`src/rtl/bsfr_pkg.sv`:
```
`timescale 1ns / 1ps
`default_nettype none

package bsfr_pkg;

    // Default store depth and largest payload the block can hold.
    localparam int MAX_PAYLOAD_DEF = 256;

    // Field widths.
    localparam int STATUS_W  = 2;
    localparam int PHASE_W   = 3;
    localparam int BYTE_W    = 8;
    localparam int LEN_W     = 9;
    localparam int COUNT_W   = 16;
    localparam int WORD_W    = 16;
    localparam int CFG_IDX_W = 2;
    localparam int CFG_DAT_W = 16;

    // Result status codes.
    localparam logic [STATUS_W-1:0] ST_NONE    = 2'd0;
    localparam logic [STATUS_W-1:0] ST_OK      = 2'd1;
    localparam logic [STATUS_W-1:0] ST_BAD_LEN = 2'd2;
    localparam logic [STATUS_W-1:0] ST_CRC_ERR = 2'd3;

    // Input opcodes.
    localparam logic OP_FEED = 1'b0;
    localparam logic OP_READ = 1'b1;

    // Configuration register indexes.
    localparam logic [CFG_IDX_W-1:0] CFG_MAX_LENGTH = 2'd0;
    localparam logic [CFG_IDX_W-1:0] CFG_PREAMBLE   = 2'd1;
    localparam logic [CFG_IDX_W-1:0] CFG_SYNC_WORD  = 2'd2;

    // Configuration reset values.
    localparam logic [LEN_W-1:0]  MAX_LENGTH_RST = 9'd256;
    localparam logic [BYTE_W-1:0] PREAMBLE_RST   = 8'hAA;
    localparam logic [WORD_W-1:0] SYNC_WORD_RST  = 16'h7E5A;

    // CRC-16/CCITT-FALSE.
    localparam logic [WORD_W-1:0] CRC_INIT = 16'hFFFF;
    localparam logic [WORD_W-1:0] CRC_POLY = 16'h1021;

    typedef struct packed {
        logic [LEN_W-1:0]  max_length;
        logic [BYTE_W-1:0] preamble_byte;
        logic [WORD_W-1:0] sync_word;
    } cfg_t;

    typedef struct packed {
        logic [STATUS_W-1:0] status;
        logic [PHASE_W-1:0]  rx_phase;
        logic [BYTE_W-1:0]   payload_byte;
        logic                payload_last;
        logic [LEN_W-1:0]    payload_length;
        logic [COUNT_W-1:0]  frames_ok;
        logic [COUNT_W-1:0]  crc_error_count;
    } res_t;

    // One byte of the CRC, MSB first, no reflection.
    function automatic logic [WORD_W-1:0] crc16_byte(input logic [WORD_W-1:0] crc_in,
                                                     input logic [BYTE_W-1:0] data);
        logic [WORD_W-1:0] c;
        c = crc_in ^ {data, 8'h00};
        for (int i = 0; i < 8; i++)
        begin
            if (c[15])
                c = {c[14:0], 1'b0} ^ CRC_POLY;
            else
                c = {c[14:0], 1'b0};
        end
        return c;
    endfunction

endpackage

`default_nettype wire

```
`src/rtl/bsfr_core.sv`:
```
`timescale 1ns / 1ps
`default_nettype none

module bsfr_core #(
    parameter int MAX_PAYLOAD = bsfr_pkg::MAX_PAYLOAD_DEF
) (
    input  wire                 clk,
    input  wire                 rst_n,
    input  wire                 in_fire,
    input  wire                 opcode,
    input  wire                 line_bit,
    input  bsfr_pkg::cfg_t      cfg,
    output bsfr_pkg::res_t      res
);
    import bsfr_pkg::*;

    // Lengths above 511 cannot pass the 9-bit limit, so deeper storage is never used.
    localparam int STORE_DEPTH = (MAX_PAYLOAD < 512) ? MAX_PAYLOAD : 512;
    localparam int ADDR_W      = (STORE_DEPTH > 1) ? $clog2(STORE_DEPTH) : 1;
    localparam int LIMIT_CAP   = (MAX_PAYLOAD < 511) ? MAX_PAYLOAD : 511;

    typedef enum logic [PHASE_W-1:0] {
        PH_HUNT = 3'd0,
        PH_SYNC = 3'd1,
        PH_LEN  = 3'd2,
        PH_PAY  = 3'd3,
        PH_CRC  = 3'd4,
        PH_DONE = 3'd5
    } phase_t;

    phase_t              phase_reg, phase_next;
    logic [BYTE_W-1:0]   window_reg, window_next;
    logic [3:0]          held_reg, held_next;
    logic [LEN_W-1:0]    idx_reg, idx_next;
    logic [BYTE_W-1:0]   sync_hi_reg, sync_hi_next;
    logic [BYTE_W-1:0]   len_hi_reg, len_hi_next;
    logic [LEN_W-1:0]    length_reg, length_next;
    logic [WORD_W-1:0]   crc_reg, crc_next;
    logic [BYTE_W-1:0]   rx_hi_reg, rx_hi_next;
    logic [LEN_W-1:0]    rd_idx_reg, rd_idx_next;
    logic [COUNT_W-1:0]  good_reg, good_next;
    logic [COUNT_W-1:0]  err_reg, err_next;

    logic [STATUS_W-1:0] r_status_reg, r_status_next;
    logic [PHASE_W-1:0]  r_phase_reg, r_phase_next;
    logic                r_last_reg, r_last_next;
    logic [LEN_W-1:0]    r_len_reg, r_len_next;
    logic                r_read_reg, r_read_next;

    logic [BYTE_W-1:0]   store [STORE_DEPTH];
    logic [BYTE_W-1:0]   rdata_reg;
    logic                mem_we, mem_re;
    logic [ADDR_W-1:0]   mem_waddr, mem_raddr;
    logic [BYTE_W-1:0]   mem_wdata;

    logic [LEN_W-1:0]    limit;
    logic [WORD_W-1:0]   word_in;
    logic [LEN_W:0]      idx_inc, rd_inc;

    assign limit   = (cfg.max_length < LEN_W'(LIMIT_CAP)) ? cfg.max_length : LEN_W'(LIMIT_CAP);
    assign idx_inc = {1'b0, idx_reg} + (LEN_W+1)'(1);
    assign rd_inc  = {1'b0, rd_idx_reg} + (LEN_W+1)'(1);

    always_comb
    begin
        phase_next    = phase_reg;
        window_next   = window_reg;
        held_next     = held_reg;
        idx_next      = idx_reg;
        sync_hi_next  = sync_hi_reg;
        len_hi_next   = len_hi_reg;
        length_next   = length_reg;
        crc_next      = crc_reg;
        rx_hi_next    = rx_hi_reg;
        rd_idx_next   = rd_idx_reg;
        good_next     = good_reg;
        err_next      = err_reg;
        r_status_next = ST_NONE;
        r_last_next   = 1'b0;
        r_read_next   = 1'b0;
        mem_we        = 1'b0;
        mem_re        = 1'b0;
        mem_waddr     = idx_reg[ADDR_W-1:0];
        mem_raddr     = rd_idx_reg[ADDR_W-1:0];
        mem_wdata     = {window_reg[6:0], line_bit};
        word_in       = '0;

        if (opcode == OP_FEED)
        begin
            if (phase_reg == PH_DONE)
            begin
                // A waiting frame ignores the line.
                r_status_next = ST_OK;
            end
            else
            begin
                window_next = {window_reg[6:0], line_bit};
                held_next   = (held_reg < 4'd8) ? held_reg + 4'd1 : held_reg;
                if (held_next == 4'd8)
                begin
                    if (phase_reg == PH_HUNT)
                    begin
                        if (window_next == cfg.preamble_byte)
                        begin
                            phase_next = PH_SYNC;
                            idx_next   = '0;
                            held_next  = '0;
                        end
                    end
                    else
                    begin
                        held_next = '0;
                        unique case (phase_reg)
                            PH_SYNC:
                            begin
                                if (idx_reg == LEN_W'(3))
                                    sync_hi_next = window_next;
                                idx_next = idx_inc[LEN_W-1:0];
                                if (idx_reg == LEN_W'(4))
                                begin
                                    idx_next = '0;
                                    if ({sync_hi_reg, window_next} == cfg.sync_word)
                                        phase_next = PH_LEN;
                                    else
                                        phase_next = PH_HUNT;
                                end
                            end
                            PH_LEN:
                            begin
                                if (idx_reg == '0)
                                begin
                                    len_hi_next = window_next;
                                    idx_next    = LEN_W'(1);
                                end
                                else
                                begin
                                    word_in = {len_hi_reg, window_next};
                                    if (word_in > {7'd0, limit})
                                    begin
                                        r_status_next = ST_BAD_LEN;
                                        phase_next    = PH_HUNT;
                                        window_next   = '0;
                                        held_next     = '0;
                                        idx_next      = '0;
                                        rd_idx_next   = '0;
                                    end
                                    else
                                    begin
                                        idx_next    = '0;
                                        crc_next    = CRC_INIT;
                                        length_next = word_in[LEN_W-1:0];
                                        phase_next  = (word_in != '0) ? PH_PAY : PH_CRC;
                                    end
                                end
                            end
                            PH_PAY:
                            begin
                                mem_we   = ({1'b0, idx_reg} < (LEN_W+1)'(STORE_DEPTH));
                                crc_next = crc16_byte(crc_reg, window_next);
                                idx_next = idx_inc[LEN_W-1:0];
                                if (idx_inc >= {1'b0, length_reg})
                                begin
                                    idx_next   = '0;
                                    phase_next = PH_CRC;
                                end
                            end
                            PH_CRC:
                            begin
                                if (idx_reg == '0)
                                begin
                                    rx_hi_next = window_next;
                                    idx_next   = LEN_W'(1);
                                end
                                else
                                begin
                                    idx_next = '0;
                                    if ({rx_hi_reg, window_next} == crc_reg)
                                    begin
                                        good_next     = good_reg + COUNT_W'(1);
                                        rd_idx_next   = '0;
                                        phase_next    = PH_DONE;
                                        r_status_next = ST_OK;
                                    end
                                    else
                                    begin
                                        err_next      = err_reg + COUNT_W'(1);
                                        r_status_next = ST_CRC_ERR;
                                        phase_next    = PH_HUNT;
                                        window_next   = '0;
                                        held_next     = '0;
                                        rd_idx_next   = '0;
                                    end
                                end
                            end
                            default:
                            begin
                                phase_next = phase_reg;
                            end
                        endcase
                    end
                end
            end
        end
        else if (phase_reg == PH_DONE)
        begin
            r_status_next = ST_OK;
            if (length_reg == '0)
            begin
                r_last_next = 1'b1;
            end
            else
            begin
                mem_re      = 1'b1;
                r_read_next = 1'b1;
                rd_idx_next = rd_inc[LEN_W-1:0];
                r_last_next = (rd_inc >= {1'b0, length_reg});
            end
            if (r_last_next)
            begin
                phase_next  = PH_HUNT;
                window_next = '0;
                held_next   = '0;
                idx_next    = '0;
                rd_idx_next = '0;
            end
        end

        r_phase_next = phase_next;
        r_len_next   = '0;
        if ((opcode == OP_FEED && phase_next == PH_DONE) ||
            (opcode == OP_READ && phase_reg == PH_DONE))
            r_len_next = length_reg;
        if (opcode == OP_FEED && phase_next == PH_DONE)
            r_len_next = length_next;
    end

    always_ff @(posedge clk or negedge rst_n)
    begin
        if (!rst_n)
        begin
            phase_reg    <= PH_HUNT;
            window_reg   <= '0;
            held_reg     <= '0;
            idx_reg      <= '0;
            sync_hi_reg  <= '0;
            len_hi_reg   <= '0;
            length_reg   <= '0;
            crc_reg      <= CRC_INIT;
            rx_hi_reg    <= '0;
            rd_idx_reg   <= '0;
            good_reg     <= '0;
            err_reg      <= '0;
            r_status_reg <= ST_NONE;
            r_phase_reg  <= '0;
            r_last_reg   <= 1'b0;
            r_len_reg    <= '0;
            r_read_reg   <= 1'b0;
        end
        else if (in_fire)
        begin
            phase_reg    <= phase_next;
            window_reg   <= window_next;
            held_reg     <= held_next;
            idx_reg      <= idx_next;
            sync_hi_reg  <= sync_hi_next;
            len_hi_reg   <= len_hi_next;
            length_reg   <= length_next;
            crc_reg      <= crc_next;
            rx_hi_reg    <= rx_hi_next;
            rd_idx_reg   <= rd_idx_next;
            good_reg     <= good_next;
            err_reg      <= err_next;
            r_status_reg <= r_status_next;
            r_phase_reg  <= r_phase_next;
            r_last_reg   <= r_last_next;
            r_len_reg    <= r_len_next;
            r_read_reg   <= r_read_next;
        end
    end

    // Payload store: one write port, one registered read port. Writes happen only while
    // the payload arrives and reads only once the frame is complete, so the two ports
    // never touch the same entry in one cycle.
    always_ff @(posedge clk)
    begin
        if (in_fire && mem_we)
            store[mem_waddr] <= mem_wdata;
        if (in_fire && mem_re)
            rdata_reg <= store[mem_raddr];
    end

    assign res.status          = r_status_reg;
    assign res.rx_phase        = r_phase_reg;
    assign res.payload_byte    = r_read_reg ? rdata_reg : '0;
    assign res.payload_last    = r_last_reg;
    assign res.payload_length  = r_len_reg;
    assign res.frames_ok       = good_reg;
    assign res.crc_error_count = err_reg;

    a_no_read_write_overlap: assert property (@(posedge clk) disable iff (!rst_n)
        !(mem_we && mem_re))
        else $error("payload store read and written in the same cycle");

    a_held_bounded: assert property (@(posedge clk) disable iff (!rst_n)
        held_reg <= 4'd8)
        else $error("bit count ran past one byte");

    a_read_in_range: assert property (@(posedge clk) disable iff (!rst_n)
        phase_reg == PH_DONE |-> (rd_idx_reg < length_reg || length_reg == '0))
        else $error("read pointer beyond frame length");

    a_good_only_on_ok: assert property (@(posedge clk) disable iff (!rst_n)
        good_reg != $past(good_reg) |-> r_status_reg == ST_OK && phase_reg == PH_DONE)
        else $error("good frame count moved without a completed frame");

    a_err_only_on_crc: assert property (@(posedge clk) disable iff (!rst_n)
        err_reg != $past(err_reg) |-> r_status_reg == ST_CRC_ERR)
        else $error("error count moved without a CRC mismatch");

endmodule

`default_nettype wire

```
`src/rtl/bit_stream_frame_receiver_top.sv`:
```
`timescale 1ns / 1ps
`default_nettype none

// Serial frame receiver. Each input transaction either feeds one line bit (opcode 0) or
// reads one payload byte of a completed frame (opcode 1), and every input transaction
// yields exactly one output transaction. The receiver hunts for the preamble byte in a
// sliding window of the newest eight bits, then takes five bytes of which the last two
// must equal the sync word, a big-endian 16-bit length that must not exceed the smaller
// of max_length and MAX_PAYLOAD, the payload (kept in an on-chip byte store of
// MAX_PAYLOAD entries, at most 512), and a big-endian CRC-16/CCITT-FALSE that is checked
// against a running CRC computed one byte at a time. A good frame waits until it is
// drained by read transactions; reading the last byte rearms the receiver. The block
// takes one transaction per clock cycle without stalls of its own; each result passes
// through the core's result register, which also holds the store's registered read,
// and then through the output register. While the output is stalled the input takes one
// more transaction and then waits until the output moves again. Configuration writes
// are taken at any time on the cfg channel, but should be made only while the receiver
// is idle.
module bit_stream_frame_receiver_top #(
    parameter int MAX_PAYLOAD = bsfr_pkg::MAX_PAYLOAD_DEF
) (
    input  wire         clk,
    input  wire         rst_n,
    input  wire         s_tvalid,
    output logic        s_tready,
    input  wire  [7:0]  s_tdata,   // [0] line_bit, [7:1] zero
    input  wire  [0:0]  s_tuser,   // [0] opcode
    output logic        m_tvalid,
    input  wire         m_tready,
    output logic [55:0] m_tdata,   // [2:0] rx_phase, [10:3] payload_byte,
                                   // [19:11] payload_length, [35:20] frames_ok,
                                   // [51:36] crc_error_count, [55:52] zero
    output logic        m_tlast,   // payload_last
    output logic [1:0]  m_tuser,   // [1:0] status
    input  wire         cfg_valid,
    output logic        cfg_ready,
    input  wire  [1:0]  cfg_index,
    input  wire  [15:0] cfg_data
);
    import bsfr_pkg::*;

    cfg_t  cfg_reg;
    res_t  core_res;
    res_t  out_res_reg;
    logic  s1_valid_reg;
    logic  out_valid_reg;
    logic  s1_adv;
    logic  in_fire;

    // Configuration registers are always ready; unknown indexes are dropped.
    assign cfg_ready = 1'b1;

    always_ff @(posedge clk or negedge rst_n)
    begin
        if (!rst_n)
        begin
            cfg_reg.max_length    <= MAX_LENGTH_RST;
            cfg_reg.preamble_byte <= PREAMBLE_RST;
            cfg_reg.sync_word     <= SYNC_WORD_RST;
        end
        else if (cfg_valid && cfg_ready)
        begin
            unique case (cfg_index)
                CFG_MAX_LENGTH: cfg_reg.max_length    <= cfg_data[LEN_W-1:0];
                CFG_PREAMBLE:   cfg_reg.preamble_byte <= cfg_data[BYTE_W-1:0];
                CFG_SYNC_WORD:  cfg_reg.sync_word     <= cfg_data[WORD_W-1:0];
                default:        cfg_reg               <= cfg_reg;
            endcase
        end
    end

    // Two result stages: the core's result register and the output register. The core
    // stage moves on whenever the output register is empty or being emptied, so a stalled
    // output still leaves room for one more input transaction.
    assign s1_adv   = !out_valid_reg || m_tready;
    assign s_tready = !s1_valid_reg || s1_adv;
    assign in_fire  = s_tvalid && s_tready;

    bsfr_core #(
        .MAX_PAYLOAD (MAX_PAYLOAD)
    ) u_core (
        .clk      (clk),
        .rst_n    (rst_n),
        .in_fire  (in_fire),
        .opcode   (s_tuser[0]),
        .line_bit (s_tdata[0]),
        .cfg      (cfg_reg),
        .res      (core_res)
    );

    always_ff @(posedge clk or negedge rst_n)
    begin
        if (!rst_n)
        begin
            s1_valid_reg  <= 1'b0;
            out_valid_reg <= 1'b0;
        end
        else
        begin
            if (in_fire)
                s1_valid_reg <= 1'b1;
            else if (s1_adv)
                s1_valid_reg <= 1'b0;
            if (s1_adv)
                out_valid_reg <= s1_valid_reg;
        end
    end

    // Result payload needs no reset.
    always_ff @(posedge clk)
    begin
        if (s1_adv && s1_valid_reg)
            out_res_reg <= core_res;
    end

    assign m_tvalid = out_valid_reg;
    assign m_tuser  = out_res_reg.status;
    assign m_tlast  = out_res_reg.payload_last;
    assign m_tdata  = {4'd0,
                       out_res_reg.crc_error_count,
                       out_res_reg.frames_ok,
                       out_res_reg.payload_length,
                       out_res_reg.payload_byte,
                       out_res_reg.rx_phase};

endmodule

`default_nettype wire
```
`config.mk`:
```
export PLATFORM = sky130hd
export DESIGN_NAME = bit_stream_frame_receiver_top
export DESIGN_NICKNAME = d
export VERILOG_FILES = /design/src/rtl/bsfr_pkg.sv /design/src/rtl/bsfr_core.sv /design/src/rtl/bit_stream_frame_receiver_top.sv
export SDC_FILE = /design/constraint.sdc
export NUM_CORES = 2
export LEC_CHECK = 0
export BUFFER_PORTS_ARGS = -buffer_cell sky130_fd_sc_hd__buf_2
export CAP_MARGIN = 20
export CELL_PAD_IN_SITES_DETAIL_PLACEMENT = 1
export CELL_PAD_IN_SITES_GLOBAL_PLACEMENT = 2
export CORE_ASPECT_RATIO = 0.5
export CORE_MARGIN = 2
export CORE_UTILIZATION = 53
export DETAILED_ROUTE_END_ITERATION = 10
export HOLD_SLACK_MARGIN = 0.02
export PLACE_DENSITY_LB_ADDON = 0.1
export SETUP_SLACK_MARGIN = 0.5
export SLEW_MARGIN = 20
export SYNTH_ARGS = -nofsm -noshare
export SYNTH_HDL_FRONTEND = slang
export SYNTH_SLANG_ARGS = --single-unit
```
`constraint.sdc`:
```
create_clock -name clk -period 12.1 [get_ports clk]
set_clock_uncertainty 0.15 [all_clocks]
set_input_delay 2.42 -clock clk [delete_from_list [all_inputs] [get_ports clk]]
set_output_delay 2.42 -clock clk [all_outputs]
set_load 0.01 [all_outputs]
```
==> metrics.cfg <==
[sta]
hold_viol_final=0
setup_viol=0
slew_viol_final=0
grt_setup_unrepaired=no
tightest_slew_ns=1.23
period_minus_slack_ns=6.12
fin_crit_sh_pct=50.6
fin_ws_ns=5.98
relSlewSlack_pct=17.2
setup_tns_ns=0
fmax_mhz=163
whs_ns=0.305

[pwr]
finalPower_mw=17.3
power.leakage_nw=30.7
peakVddDrop_v=0.000146
power.density_nw_per_um2=174

[cells_and_area]
largest_reg_flops=2048
final_util_pct=58.5
n_fill_cell=14600
multi_input_area_um2=21600
seqCellArea_um2=67500
area_growth_pct=9.87
design_area_um2=99400
drive_gt1_share_pct=17.8
finalNonFillerCells=7464
fin_nets=5086

[worst_setup_path]
cp_data_required_time_ns=12.40
crit_type=input port to register
cp-start-kind=input port
cp_max_fo=16
worst-endpoint-arrival_ns=6.42
endpoint_kind=register

[clock_tree]
cts_resized=0
clock_sinks=2272
worstSkewPairLatency_ns=0.85
root_buffer=clkbuf_16
cts_tree=built
clockBufferDepth=4
ctsHoldBuffers=0
path_clk_slew_ns=0.07
htree_levels=4
cts_buffers=200
post-cts-setup-buffers=0

[floorplanning]
rows=107
initial_core_util_pct=53.3
die_w_um=588
core_um2=170000
num_io_pins=94
die-area_um2=174000
die_h_um=296

[grt]
antenna_found_initial=9
grt_overflow_total=0
grt_start_max_net_pins=113
grt_pass1_vias=49200
grt_pass1_wl_um=350000
grtUsageTotal_pct=27.9

[synth]
synth.avg_cell_area_um2=18.3
netlist-cell-type-count=74
synth_ff_type=edfxtp_1
synth_seq_cells=2272
yosysSeqAreaShare_pct=74.6
synth_area_um2=90500
async_reset_ff_share_pct=7.09
yosysTopAreaCellShare_pct=70.1
syn-instance-count=4934
synth_warnings=0
synth_top_cell_by_area=edfxtp_1
synth.area.top_cells=edfxtp_1 (70%), mux4_2 (8.0%), mux2i_1 (4.7%)
synth_edf_count=2111

[placement]
io_buffers=81
placed_cell_area_um2=93200
pre_cts_slack_ns=5.16
dp_cells=7104
dp_hpwl_um=150000
globalplace.congestion=0.828

[routing]
drt_pre_antenna_iters=5
vias=47800
drc=0
drt_iter0_markers=4918
drt-total-wl_um=243000
via_per_inst=6.40
antenna_left=0
wl_per_cell_um=32.5

[worst_hold_path]
hold_path.class=register to register

[outcome]
status=complete, no violations

[run]
drv_cap=0

-- cells in the mapped netlist (all sizes together) (13+ instances only) --
| cell | n |
|---|---|
| mux2i | 426 |
| nand3 | 30 |
| ha | 35 |
| nor3 | 23 |
| nor4 | 31 |
| edfxtp | 2111 |
| mux4 | 320 |
| xor2 | 62 |
| buf | 128 |
| a211oi | 55 |
| a21oi | 106 |
| a31oi | 17 |
| dfstp | 31 |
| nand4 | 18 |
| xnor2 | 47 |
| o21ai | 53 |
| dfrtp | 130 |
| o221ai | 210 |
| nor2b | 14 |
| nor2 | 343 |
| and2 | 14 |
| o22ai | 107 |
| inv | 28 |
| a22o | 22 |
| nand2b | 19 |
| and3 | 13 |
| clkbuf | 170 |
| mux2 | 63 |
| nand2 | 205 |
-- cell type report --
class	instances	area share, %
clock inverter	103	0.761
multi-input combinational	2338	21.7
clock buffer	252	5.37
tap	2289	2.88
sequential	2272	67.9
inverter	29	0.112
antenna	3	0.00755
timing repair buffer	178	1.27
-- where the power goes --
group	total [mW]	internal [mW]	switching [mW]	leakage (nW)
registers	9.68	9.45	0.232	21.4
clock network	6.16	3.33	2.83	3.00
logic	1.46	0.258	1.20	6.36
total	17.3	13.0	4.27	30.7
-- placed cells by master, fill, tap and decap left out, types with 22 or more instances in the layout --
| cell type | Yosys | routed |
|---|---|---|
| clkinv_1 | 1 | 43 |
| buf_2 | 34 | 79 |
| mux2i_1 | 426 | 426 |
| o22ai_1 | 107 | 107 |
| buf_4 | 73 | 87 |
| xnor2_1 | 47 | 47 |
| inv_1 | 28 | 26 |
| nand3_1 | 29 | 29 |
| dfrtp_1 | 130 | 118 |
| dfstp_2 | 31 | 31 |
| mux2_2 | 63 | 63 |
| clkbuf_16 | 0 | 203 |
| a211oi_1 | 55 | 55 |
| a22o_1 | 22 | 22 |
| mux4_2 | 320 | 320 |
| ha_1 | 35 | 35 |
| nand2_1 | 205 | 191 |
| o21ai_0 | 51 | 50 |
| nor4_1 | 31 | 29 |
| xor2_1 | 62 | 62 |
| o221ai_1 | 210 | 210 |
| clkbuf_1 | 170 | 41 |
| a21oi_1 | 106 | 106 |
| clkinv_2 | 0 | 42 |
| edfxtp_1 | 2111 | 2111 |
| nor2_1 | 343 | 341 |
-- critical path: stages --
cell	delay, ns
buf_2	0.08
nand3b_1	0.15
and2_1	0.44
nand3_4	0.23
or3_4	0.44
nor3b_2	0.95
nand2_1	0.74
nor2_1	0.93
-- final timing paths --
| path | start | depth (start not counted) | slack, ns | end |
|---|---|---|---|---|
| hold / removal | u_core.good_reg[12] | 0 | 0.31 | m_tdata[32] |
| hold reg to reg | u_core.good_reg[12] | 0 | 0.31 | m_tdata[32] |
| max in group asynchronous | rst_n | 2 | 8.79 | u_core.err_reg[12] |
| min in group asynchronous | rst_n | 1 | 1.54 | cfg_reg[7] |
| setup reg to reg | u_core.rd_idx_reg[0] | 10 | 6.23 | u_core.rdata_reg[1] |
| setup / recovery | m_tready | 8 | 5.98 | u_core.store[103][2] |
-- cells by family after synthesis --
kind of cell | count (synthesis) | synth area share (%)
and+or+nand+nor | 751 | 3.73
xor gates and xnor gates | 109 | 1.06
adders and majority gates | 35 | 0.484
AOI/OAI and AO/OA | 629 | 4.98
DFF | 2272 | 74.6
buffers and inverters | 327 | 1.73
muxes | 809 | 13.5
other | 2 | 0.00830
-- layer usage --
metal	part of all wire, %	up-vias	GRT usage, %
met1	44	25600	41.3
li1	-	20100	-
met2	47	1746	43.6
met4	2.1	4	6.29
met5	0.011	-	0
met3	7.8	312	5.21
Note: power is estimated with default switching activity, not from simulation.
